### config.mk
export PLATFORM = sky130hd
export DESIGN_NAME = line_clip_to_window_flat
export DESIGN_NICKNAME = d
export VERILOG_FILES = /design/src/design/lcw_pkg.sv /design/src/design/lcw_seg_if.sv /design/src/design/lcw_res_if.sv /design/src/design/line_clip_to_window.sv /design/src/flat_wrapper.sv
export SDC_FILE = /design/constraint.sdc
export NUM_CORES = 2
export LEC_CHECK = 0
export BUFFER_PORTS_ARGS = -buffer_cell sky130_fd_sc_hd__clkbuf_2
export CORE_ASPECT_RATIO = 1.2
export CORE_UTILIZATION = 55
export DETAILED_ROUTE_END_ITERATION = 10
export PLACE_DENSITY_LB_ADDON = 0.3
export SYNTH_ARGS = -nofsm -noshare
export SYNTH_HDL_FRONTEND = slang
export SYNTH_SLANG_ARGS = --single-unit
### constraint.sdc
create_clock -name clk_i -period 8.6 [get_ports clk_i]
set_clock_uncertainty 0.15 [all_clocks]
set_input_delay 1.72 -clock clk_i [delete_from_list [all_inputs] [get_ports clk_i]]
set_output_delay 1.72 -clock clk_i [all_outputs]
set_load 0.01 [all_outputs]
### src/design/lcw_pkg.sv
// Shared types and constants for the line clipper.
// No dependencies; the interfaces and the top level import this package.
package lcw_pkg;

  localparam int CoordWidth  = 16;
  localparam int CodeWidth   = 4;
  localparam int CfgIdxWidth = 2;

  // Outcode bits
  localparam logic [CodeWidth-1:0] CODE_LEFT   = 4'b0001;
  localparam logic [CodeWidth-1:0] CODE_RIGHT  = 4'b0010;
  localparam logic [CodeWidth-1:0] CODE_BOTTOM = 4'b0100;
  localparam logic [CodeWidth-1:0] CODE_TOP    = 4'b1000;

  // Configuration register indexes
  localparam logic [CfgIdxWidth-1:0] CFG_LEFT   = 2'd0;
  localparam logic [CfgIdxWidth-1:0] CFG_BOTTOM = 2'd1;
  localparam logic [CfgIdxWidth-1:0] CFG_RIGHT  = 2'd2;
  localparam logic [CfgIdxWidth-1:0] CFG_TOP    = 2'd3;

  localparam logic signed [CoordWidth-1:0] COORD_ZERO = '0;
  localparam logic signed [CoordWidth-1:0] COORD_MAX  = {1'b0, {(CoordWidth-1){1'b1}}};

  typedef logic signed [CoordWidth-1:0] coord_t;

  typedef struct packed {
    coord_t start_x;
    coord_t start_y;
    coord_t end_x;
    coord_t end_y;
  } seg_t;

  typedef struct packed {
    logic                 accepted;
    coord_t               clipped_start_x;
    coord_t               clipped_start_y;
    coord_t               clipped_end_x;
    coord_t               clipped_end_y;
    logic [CodeWidth-1:0] outcode_union;
  } res_t;

endpackage

### src/design/lcw_seg_if.sv
// Request channel carrying one line segment (two endpoints).
// Depends on lcw_pkg for the payload type.
interface lcw_seg_if;
  import lcw_pkg::*;

  logic valid;
  logic ready;
  seg_t payload;

  modport source (output valid, output payload, input ready);
  modport sink   (input valid, input payload, output ready);
endinterface

### src/design/lcw_res_if.sv
// Result channel carrying the clipped segment and the outcode union.
// Depends on lcw_pkg for the payload type.
interface lcw_res_if;
  import lcw_pkg::*;

  logic valid;
  logic ready;
  res_t payload;

  modport source (output valid, output payload, input ready);
  modport sink   (input valid, input payload, output ready);
endinterface

### src/design/line_clip_to_window.sv
// A result is registered after k clip steps (0 to 4) following acceptance.
// Each clip step: operand selection, a multiply, the shared radix-4
// divider (two quotient bits a cycle) and a write-back.
// A new request is taken only after the last one's result is in
// the output register, even if that result has not yet been taken.
// Reset (rst_ni low, asynchronous): sequencer idle, no result pending, window 0..32767.
module line_clip_to_window (
  input  logic                          clk_i,
  input  logic                          rst_ni,
  input  logic                          cfg_we_i,
  input  logic [lcw_pkg::CfgIdxWidth-1:0] cfg_idx_i,
  input  logic [lcw_pkg::CoordWidth-1:0]  cfg_wdata_i,
  lcw_seg_if.sink                       seg_i,
  lcw_res_if.source                     res_o
);
  import lcw_pkg::*;

  localparam int DiffWidth = CoordWidth + 1;
  localparam int ProdWidth = 2 * CoordWidth;
  localparam int DivSteps  = ProdWidth / 2;
  localparam int CntWidth  = $clog2(DivSteps);
  localparam int ClipLimit = 4;
  localparam int IterWidth = $clog2(ClipLimit + 1);

  typedef enum logic [5:0] {
    ST_IDLE   = 6'b000001,
    ST_CHECK  = 6'b000010,
    ST_MUL    = 6'b000100,
    ST_DIV    = 6'b001000,
    ST_UPDATE = 6'b010000,
    ST_DONE   = 6'b100000
  } state_e;

  typedef struct packed {
    coord_t left;
    coord_t bottom;
    coord_t right;
    coord_t top;
  } win_t;

  function automatic logic [CodeWidth-1:0] region(input coord_t x, input coord_t y,
                                                  input win_t w);
    logic [CodeWidth-1:0] c;
    c = '0;
    if (x < w.left) begin
      c = c | CODE_LEFT;
    end else if (x > w.right) begin
      c = c | CODE_RIGHT;
    end
    if (y < w.bottom) begin
      c = c | CODE_BOTTOM;
    end else if (y > w.top) begin
      c = c | CODE_TOP;
    end
    return c;
  endfunction

  state_e                state_q, state_d;
  win_t                  win_q;
  coord_t                x1_q, y1_q, x2_q, y2_q;
  logic [CodeWidth-1:0]  c1_q, c2_q, uni_q;
  logic [IterWidth-1:0]  iter_q;
  logic                  acc_q;
  coord_t                edge_q;
  logic                  vert_q, side1_q, neg_q, zdiv_q;
  logic [CoordWidth-1:0] mag_a_q, mag_b_q, div_q, rem_q;
  logic [ProdWidth-1:0]  quo_q;
  logic [CntWidth-1:0]   cnt_q;
  logic                  out_valid_q;
  res_t                  out_q;

  // Operand selection for one clip step
  logic [CodeWidth-1:0]        co;
  logic                        co_vert;
  coord_t                      co_edge;
  logic signed [DiffWidth-1:0] op_a, op_b, op_c;
  logic [DiffWidth-1:0]        abs_a, abs_b, abs_c;

  always_comb begin
    co      = (c1_q != '0) ? c1_q : c2_q;
    co_vert = |(co & (CODE_TOP | CODE_BOTTOM));
    if (co_vert) begin
      co_edge = (|(co & CODE_TOP)) ? win_q.top : win_q.bottom;
      op_a    = {x2_q[CoordWidth-1], x2_q} - {x1_q[CoordWidth-1], x1_q};
      op_b    = {co_edge[CoordWidth-1], co_edge} - {y1_q[CoordWidth-1], y1_q};
      op_c    = {y2_q[CoordWidth-1], y2_q} - {y1_q[CoordWidth-1], y1_q};
    end else begin
      co_edge = (|(co & CODE_RIGHT)) ? win_q.right : win_q.left;
      op_a    = {y2_q[CoordWidth-1], y2_q} - {y1_q[CoordWidth-1], y1_q};
      op_b    = {co_edge[CoordWidth-1], co_edge} - {x1_q[CoordWidth-1], x1_q};
      op_c    = {x2_q[CoordWidth-1], x2_q} - {x1_q[CoordWidth-1], x1_q};
    end
    abs_a = op_a[DiffWidth-1] ? -op_a : op_a;
    abs_b = op_b[DiffWidth-1] ? -op_b : op_b;
    abs_c = op_c[DiffWidth-1] ? -op_c : op_c;
  end

  // Shared magnitude multiplier
  logic [ProdWidth-1:0] prod;
  assign prod = mag_a_q * mag_b_q;

  // Radix-4 restoring divider step: two dependent subtract-and-select stages
  logic [CoordWidth:0]   r0, r1;
  logic                  ge0, ge1;
  logic [CoordWidth-1:0] r0n, r1n;

  always_comb begin
    r0  = {rem_q, quo_q[ProdWidth-1]};
    ge0 = r0 >= {1'b0, div_q};
    r0n = ge0 ? CoordWidth'(r0 - {1'b0, div_q}) : r0[CoordWidth-1:0];
    r1  = {r0n, quo_q[ProdWidth-2]};
    ge1 = r1 >= {1'b0, div_q};
    r1n = ge1 ? CoordWidth'(r1 - {1'b0, div_q}) : r1[CoordWidth-1:0];
  end

  // Intersection write-back: only the low coordinate bits of the quotient survive the wrap
  logic [CoordWidth-1:0] q_lo, q_sgn;
  coord_t                base, isect, nx, ny;
  logic [CodeWidth-1:0]  new_code;

  always_comb begin
    q_lo     = zdiv_q ? '0 : quo_q[CoordWidth-1:0];
    q_sgn    = neg_q ? -q_lo : q_lo;
    base     = vert_q ? x1_q : y1_q;
    isect    = base + q_sgn;
    nx       = vert_q ? isect : edge_q;
    ny       = vert_q ? edge_q : isect;
    new_code = region(nx, ny, win_q);
  end

  logic seg_acc, res_acc;
  assign seg_acc = seg_i.valid & seg_i.ready;
  assign res_acc = res_o.valid & res_o.ready;

  assign seg_i.ready   = (state_q == ST_IDLE);
  assign res_o.valid   = out_valid_q;
  assign res_o.payload = out_q;

  always_comb begin
    state_d = state_q;
    unique case (state_q)
      ST_IDLE: begin
        if (seg_acc) state_d = ST_CHECK;
      end
      ST_CHECK: begin
        if ((c1_q == '0 && c2_q == '0) || (c1_q & c2_q) != '0 ||
            iter_q == IterWidth'(ClipLimit)) begin
          state_d = ST_DONE;
        end else begin
          state_d = ST_MUL;
        end
      end
      ST_MUL: state_d = ST_DIV;
      ST_DIV: begin
        if (cnt_q == CntWidth'(DivSteps - 1)) state_d = ST_UPDATE;
      end
      ST_UPDATE: state_d = ST_CHECK;
      ST_DONE: begin
        if (!out_valid_q || res_o.ready) state_d = ST_IDLE;
      end
      default: state_d = ST_IDLE;
    endcase
  end

  // Control state
  always_ff @(posedge clk_i or negedge rst_ni) begin
    if (!rst_ni) begin
      state_q     <= ST_IDLE;
      win_q       <= '{left: COORD_ZERO, bottom: COORD_ZERO, right: COORD_MAX, top: COORD_MAX};
      iter_q      <= '0;
      cnt_q       <= '0;
      out_valid_q <= 1'b0;
    end else begin
      state_q <= state_d;
      if (cfg_we_i) begin
        unique case (cfg_idx_i)
          CFG_LEFT:   win_q.left   <= cfg_wdata_i;
          CFG_BOTTOM: win_q.bottom <= cfg_wdata_i;
          CFG_RIGHT:  win_q.right  <= cfg_wdata_i;
          CFG_TOP:    win_q.top    <= cfg_wdata_i;
          default: ;
        endcase
      end
      if (seg_acc) iter_q <= '0;
      else if (state_q == ST_UPDATE) iter_q <= iter_q + 1'b1;
      if (state_q == ST_DIV) begin
        cnt_q <= (cnt_q == CntWidth'(DivSteps - 1)) ? '0 : cnt_q + 1'b1;
      end
      if (state_q == ST_DONE && (!out_valid_q || res_o.ready)) out_valid_q <= 1'b1;
      else if (res_acc) out_valid_q <= 1'b0;
    end
  end

  // Datapath
  always_ff @(posedge clk_i) begin
    unique case (state_q)
      ST_IDLE: begin
        if (seg_acc) begin
          x1_q  <= seg_i.payload.start_x;
          y1_q  <= seg_i.payload.start_y;
          x2_q  <= seg_i.payload.end_x;
          y2_q  <= seg_i.payload.end_y;
          c1_q  <= region(seg_i.payload.start_x, seg_i.payload.start_y, win_q);
          c2_q  <= region(seg_i.payload.end_x, seg_i.payload.end_y, win_q);
          uni_q <= region(seg_i.payload.start_x, seg_i.payload.start_y, win_q) |
                   region(seg_i.payload.end_x, seg_i.payload.end_y, win_q);
        end
      end
      ST_CHECK: begin
        acc_q   <= (c1_q == '0 && c2_q == '0);
        edge_q  <= co_edge;
        vert_q  <= co_vert;
        side1_q <= (c1_q != '0);
        neg_q   <= op_a[DiffWidth-1] ^ op_b[DiffWidth-1] ^ op_c[DiffWidth-1];
        mag_a_q <= abs_a[CoordWidth-1:0];
        mag_b_q <= abs_b[CoordWidth-1:0];
        div_q   <= abs_c[CoordWidth-1:0];
      end
      ST_MUL: begin
        quo_q  <= prod;
        rem_q  <= '0;
        zdiv_q <= (div_q == '0);
      end
      ST_DIV: begin
        rem_q <= r1n;
        quo_q <= {quo_q[ProdWidth-3:0], ge0, ge1};
      end
      ST_UPDATE: begin
        if (side1_q) begin
          x1_q <= nx;
          y1_q <= ny;
          c1_q <= new_code;
        end else begin
          x2_q <= nx;
          y2_q <= ny;
          c2_q <= new_code;
        end
      end
      ST_DONE: begin
        if (!out_valid_q || res_o.ready) begin
          out_q.accepted        <= acc_q;
          out_q.clipped_start_x <= acc_q ? x1_q : COORD_ZERO;
          out_q.clipped_start_y <= acc_q ? y1_q : COORD_ZERO;
          out_q.clipped_end_x   <= acc_q ? x2_q : COORD_ZERO;
          out_q.clipped_end_y   <= acc_q ? y2_q : COORD_ZERO;
          out_q.outcode_union   <= uni_q;
        end
      end
      default: ;
    endcase
  end

  // Divider count only runs inside the divide phase
  assert property (@(posedge clk_i) disable iff (!rst_ni)
    (state_q != ST_DIV) |-> (cnt_q == '0))
    else $error("divider count left non-zero outside divide phase");

  // Never more clip steps than the limit
  assert property (@(posedge clk_i) disable iff (!rst_ni)
    iter_q <= IterWidth'(ClipLimit))
    else $error("clip step count beyond limit");

  // A write-back always returns to the outcode test
  assert property (@(posedge clk_i) disable iff (!rst_ni)
    (state_q == ST_UPDATE) |=> (state_q == ST_CHECK))
    else $error("sequencer skipped outcode test after write-back");

  // An accepted segment only leaves with both endpoints inside
  assert property (@(posedge clk_i) disable iff (!rst_ni)
    (state_q == ST_DONE && acc_q) |-> (c1_q == '0 && c2_q == '0))
    else $error("accept flagged with an endpoint outside the window");

  // A rejected result carries zero coordinates
  assert property (@(posedge clk_i) disable iff (!rst_ni)
    (out_valid_q && !out_q.accepted) |->
      (out_q.clipped_start_x == COORD_ZERO && out_q.clipped_start_y == COORD_ZERO &&
       out_q.clipped_end_x == COORD_ZERO && out_q.clipped_end_y == COORD_ZERO))
    else $error("rejected result with non-zero coordinates");

endmodule
### src/flat_wrapper.sv
// flat-port wrapper written by rule: the top's interface ports become plain ports
module line_clip_to_window_flat import lcw_pkg::*;
  (clk_i, rst_ni, cfg_we_i, cfg_idx_i, cfg_wdata_i, seg_i_valid, seg_i_payload, seg_i_ready, res_o_valid, res_o_payload, res_o_ready);
  lcw_seg_if seg_i_i ();
  lcw_res_if res_o_i ();
  input  logic clk_i;
  input  logic rst_ni;
  input  logic cfg_we_i;
  input  logic [lcw_pkg::CfgIdxWidth-1:0] cfg_idx_i;
  input  logic [lcw_pkg::CoordWidth-1:0] cfg_wdata_i;
  input wire logic [$bits(seg_i_i.valid)-1:0] seg_i_valid;
  input wire logic [$bits(seg_i_i.payload)-1:0] seg_i_payload;
  output wire logic [$bits(seg_i_i.ready)-1:0] seg_i_ready;
  output wire logic [$bits(res_o_i.valid)-1:0] res_o_valid;
  output wire logic [$bits(res_o_i.payload)-1:0] res_o_payload;
  input wire logic [$bits(res_o_i.ready)-1:0] res_o_ready;
  assign seg_i_i.valid = seg_i_valid;
  assign seg_i_i.payload = seg_i_payload;
  assign seg_i_ready = seg_i_i.ready;
  assign res_o_valid = res_o_i.valid;
  assign res_o_payload = res_o_i.payload;
  assign res_o_i.ready = res_o_ready;
  line_clip_to_window u_core (.clk_i(clk_i), .rst_ni(rst_ni), .cfg_we_i(cfg_we_i), .cfg_idx_i(cfg_idx_i), .cfg_wdata_i(cfg_wdata_i), .seg_i(seg_i_i), .res_o(res_o_i));
endmodule
# [Word level (Yosys, flattened, before mapping)]
# Cells that the tools add are included.
[word_totals] register_bits=340 input_bits=87 output_inout_bits=71
[op_classes] addsub=13 n_mul=1 order_cmp=14 eq_ne=16 mux=61 bitwise=6 reduce_logical=26
[op_table] op="16-bit 2-to-1 mux" count=21
[op_table] op="16-bit case mux with 2 select lines" count=5
[op_table] op="16-bit > comparator" count=6
[op_table] op="16-bit < comparator" count=6
[op_table] op="4-bit 2-to-1 mux" count=17
[op_table] op="16-bit by 16-bit subtractor with 17-bit output" count=4
[op_table] op="16-bit negator" count=4
[op_table] op="32-bit case mux with 2 select lines" count=1
[op_table] op="17-bit 2-to-1 mux" count=3
[op_table] op="6-bit case mux with 6 select lines" count=1
[op_table] op="17-bit by 16-bit greater-or-equal comparator with 1-bit output" count=2
[op_table] op="16-bit by 16-bit multiplier with 32-bit output" count=1
[op_table] op="16-bit subtractor" count=2
[op_table] op="6-bit 2-to-1 mux" count=4
[op_table] op="16-bit adder" count=1
[op_table] op="16-bit logical NOT" count=1
[op_table] op="4-bit case mux with 2 select lines" count=2
[op_table] op="2-bit AND reduction" count=6
[op_table] op="3-bit AND reduction" count=3
[op_table] op="4-bit logical NOT" count=2
[op_table] op="2-bit nonzero test" count=4
[op_table] op="4-bit nonzero test" count=2
[op_table] op="6-bit by 1-bit == test with 1-bit output (second input constant)" count=1
[op_table] op="6-bit by 2-bit == test with 1-bit output (second input constant)" count=1
[op_table] op="other kinds (24)" count=37

# [Logic depth before layout (Yosys ltp)]
[logic_depth] word_depth=12 mapped_depth=25 depth_no_buf=24

# [Worst setup path before layout]
# Ideal clock, no wire load.
[synth_timing] path_type="register -> register" start="reg u_core.mag_b_q[6]" end="reg u_core.quo_q[28] (data pin)" setup_time_ps=268 arrival_ps=6042 setup_slack_ps=2140 path_stages_with_launch=23 path_buffers=1 path_cell_list="edfxtp_1 clkbuf_1 and2_1 fa_1 inv_1 fa_1 inv_1 fa_1 fa_1 fa_1 inv_1 fa_1 inv_1 ha_1 a21o_1 a21o_1 a21oi_1 o21ai_0 a22o_1 a311oi_1 o311ai_0 xnor2_1 o21ai_0"
[synth_via] elab_chain_len=2
[synth_lines] item="from (decl)" line="line_clip_to_window.sv:66" source="logic [CoordWidth-1:0] mag_a_q, mag_b_q, div_q, rem_q;"
[synth_lines] item="from (signal assigned)" line="line_clip_to_window.sv:216" source="mag_b_q <= abs_b[CoordWidth-1:0];"
[synth_lines] item="16-bit by 16-bit multiplier with 32-bit output" line="line_clip_to_window.sv:100" source="assign prod = mag_a_q * mag_b_q;"
[synth_lines] item="32-bit case mux with 2 select lines" line="line_clip_to_window.sv:196" source="unique case (state_q)"
[synth_lines] item="to (signal assigned)" line="line_clip_to_window.sv:220" source="quo_q <= prod;"
[synth_lines] item="to (signal assigned)" line="line_clip_to_window.sv:226" source="quo_q <= {quo_q[ProdWidth-3:0], ge0, ge1};"
[synth_lines] item="to (decl)" line="line_clip_to_window.sv:67" source="logic [ProdWidth-1:0] quo_q;"
# Every way passes these cells.
# A chain may end at the register's enable or synchronous reset.

# [Final worst setup path]
[layout_timing] start="reg u_core.mag_a_q[9]" end="reg u_core.quo_q[28] (data pin)"
[layout_via] elab_chain_len=2
[layout_lines] item="from (decl)" line="line_clip_to_window.sv:66"
[layout_lines] item="from (signal assigned)" line="line_clip_to_window.sv:215" source="mag_a_q <= abs_a[CoordWidth-1:0];"
[layout_lines] item="16-bit by 16-bit multiplier with 32-bit output" line="line_clip_to_window.sv:100"
[layout_lines] item="32-bit case mux with 2 select lines" line="line_clip_to_window.sv:196"
# Every way passes these cells.

==> results.cfg <==
[setup_path]
timing.critical_path.mode_cell = fa_1
crit_buf_inv = 4
critical_path.top_delay_family = adder cells
worstPathArrival_ns = 7.24
max_stage_delay_ns = 0.65
critPathRequiredTime_ns = 8.76
timing.critical_path.slowest_stage_cell = a311oi_1
critPathCaptureType = flip-flop
worst-path-max-fanout = 16
setup.worst_path.class = reg2reg
worstSetupStartpointType = flip-flop
critical_path.cell_chain = and2_1 -> fa_1 -> inv_1 -> fa_1 -> inv_1 -> fa_1 -> fa_1 -> fa_1 -> inv_1 -> fa_1 -> inv_1 -> ha_1 -> a21o_1 -> a21o_1 -> a21oi_1 -> o21ai_0 -> a22o_1 -> a311oi_1 -> o311ai_0 -> xnor2_1 -> o21ai_0

[run]
max_cap_violation_count = 0

[synth]
synthArstFlopShare = 0.229
synth.top_cells.by_area = edfxtp_1 (23%), ha_1 (15%), fa_1 (12%)
synth_enable_flop_cells = 262
yosysTopAreaCell = edfxtp_1
post_synth.cell_area_avg_um2 = 9.38
synth_seq_area_share = 0.290
yosys_most_used_dff = edfxtp_1
yosys.cell_count.top_type = inv_1
ys_seq_elements = 340
synthCells = 3624
yosys_warnings = 0
synth_area_um2 = 34000
syn_nets = 4320
synth_cell_types = 94
netlist_top_cells_count = inv_1 (421), ha_1 (408), nand2_1 (375)
post-synth-top-area-fraction = 0.231

[grt]
first_global_vias = 27037
pin_count_of_the_biggest_net_entering_global_routing = 70
global_route_wire_length_before_repair_um = 155000
grt_antenna_before_repair = 0
grt.total_usage = 0.323
global_route.overflow_total = 0

[drt]
first_pass_iteration_count_of_the_detailed_router = 7
drt-vias-per-instance = 5.97
drt_iter0_drc = 2282
via_count = 27287
totalWireLength_um = 101000
ant_nets = 0
detail_route.drc_violations = 0
drt-wirelength-per-cell_um = 22.1

[cts]
cts-buffers-inserted = 41
tritoncts = built
cts_setup_buffers = 0
cts_resized = 0
ctsHtreeMaxLevel = 2
path_clk_slew_ns = 0.06
cts_hold_repair.buffers = 0
cts_max_path_buffers = 3
clk-insertion-delay-late_ns = 0.60
cts.sinks = 340
clockRootBuffer = clkbuf_16

[finish]
post_route_cells_drive_above_1_share = 0.111
largest_reg_flops = 69
fillCellCount = 5297
design_area_um2 = 36900
finish.net_count = 4430
area.growth.synth_to_final_pct = 8.59
antennaDiodeCount = 0

[worst_hold_path]
worst_hold_path_type = reg2reg

[timing]
rsz_0062_raised_after_global_routing = no
slew_headroom = 0.292
maxClockFrequency_ghz = 0.141
layout_min_cycle_time_ns = 7.08
tightestPinTransition_ns = 1.06
post-route-period-util = 0.823
hold_viol = 0
final_max_slew_viol_count = 0
tns_ns = 0
setup_viol = 0

[die]
dieHeight_um = 274
design.die.area_um2 = 62800
placement_rows = 99
starting_density = 0.558
i_o_pin_count = 158
floorplan.core_area_um2 = 60900
die_w_um = 229

[place]
placement.cell_area_um2 = 35600
place.gp.congestion = 0.972
numPortBuffers = 157
detailedPlacementHpwl_um = 81800

[status]
run_status = finished clean
## path summary, 6_finish.rpt
| kind | end | start | slack, ns | depth (start not counted) |
|---|---|---|---|---|
| min in group asynchronous | u_core.win_q[57] | rst_ni | 0.83 | 1 |
| max reg2reg | u_core.quo_q[28] | u_core.mag_a_q[9] | 1.52 | 21 |
| min reg2reg | u_core.res_o.payload[0] | u_core.uni_q[0] | 0.27 | 0 |
| max in group asynchronous | u_core.cnt_q[0] | rst_ni | 6.33 | 2 |
| min | u_core.res_o.payload[0] | u_core.uni_q[0] | 0.27 | 0 |
| max | u_core.quo_q[28] | u_core.mag_a_q[9] | 1.52 | 21 |
## layout make-up
| class | instances | area [um^2] | share of cell area |
|---|---|---|---|
| Clock buffer | 55 | 1150 | 0.0312 |
| Clock inverter | 20 | 196 | 0.00532 |
| Tap cell | 808 | 1010 | 0.0274 |
| Sequential cell | 340 | 9860 | 0.267 |
| Multi-Input combinational cell | 2751 | 22200 | 0.600 |
| Inverter | 422 | 1580 | 0.0429 |
| Timing Repair Buffer | 178 | 946 | 0.0256 |
## metal layers
layer / track usage / share of wire / up-vias
met1: 0.381 / 0.38 / 13093
met3: 0.0368 / 0.056 / 298
met4: 0.222 / 0.079 / 0
met2: 0.555 / 0.48 / 1071
li1: - / - / 12825
met5: 0 / 0 / -
## cells in the final DEF (no fill, tap or decap), drive strengths merged, types with 31 or more instances in the layout
cell type	Yosys	final
mux2i	35	35
dfstp	31	31
edfxtp	262	262
a21oi	169	169
ha	408	408
dfrtp	47	47
nor2b	37	37
clkbuf	88	211
nand4	41	41
nand3	51	51
o21ai	185	185
xnor2	95	95
xor2	53	53
a21o	90	90
inv	422	429
and2	192	192
nor3	58	58
mux2	88	88
nand2	376	376
fa	201	201
o21a	60	60
nor2	249	249
## kinds of logic (layout without fill, tap and decap cells)
| kind of cell | Yosys count | after routing | share of synthesized area |
|---|---|---|---|
| compound gates | 728 | 728 | 0.140 |
| fa+ha+maj | 609 | 609 | 0.269 |
| mux | 123 | 123 | 0.0404 |
| buf+inv | 533 | 675 | 0.0594 |
| flops | 340 | 340 | 0.290 |
| simple gates | 1143 | 1143 | 0.163 |
| xor+xnor | 148 | 148 | 0.0381 |
## stage by stage
stage,setup WS [ns],hold WS (ns),instances,util
2_1_floorplan,2.14,0.250,3624,-
3_3_place_gp,1.59,0.254,4499,0.584
3_5_place_dp,1.43,0.255,4499,0.584
4_1_cts,1.52,0.269,4574,0.606
5_1_grt,1.26,0.289,4574,0.606
6_report,1.52,0.272,4574,0.606
Power is not shown: default switching activity piles up to over one toggle a cycle in this logic, so the estimate is an artifact.
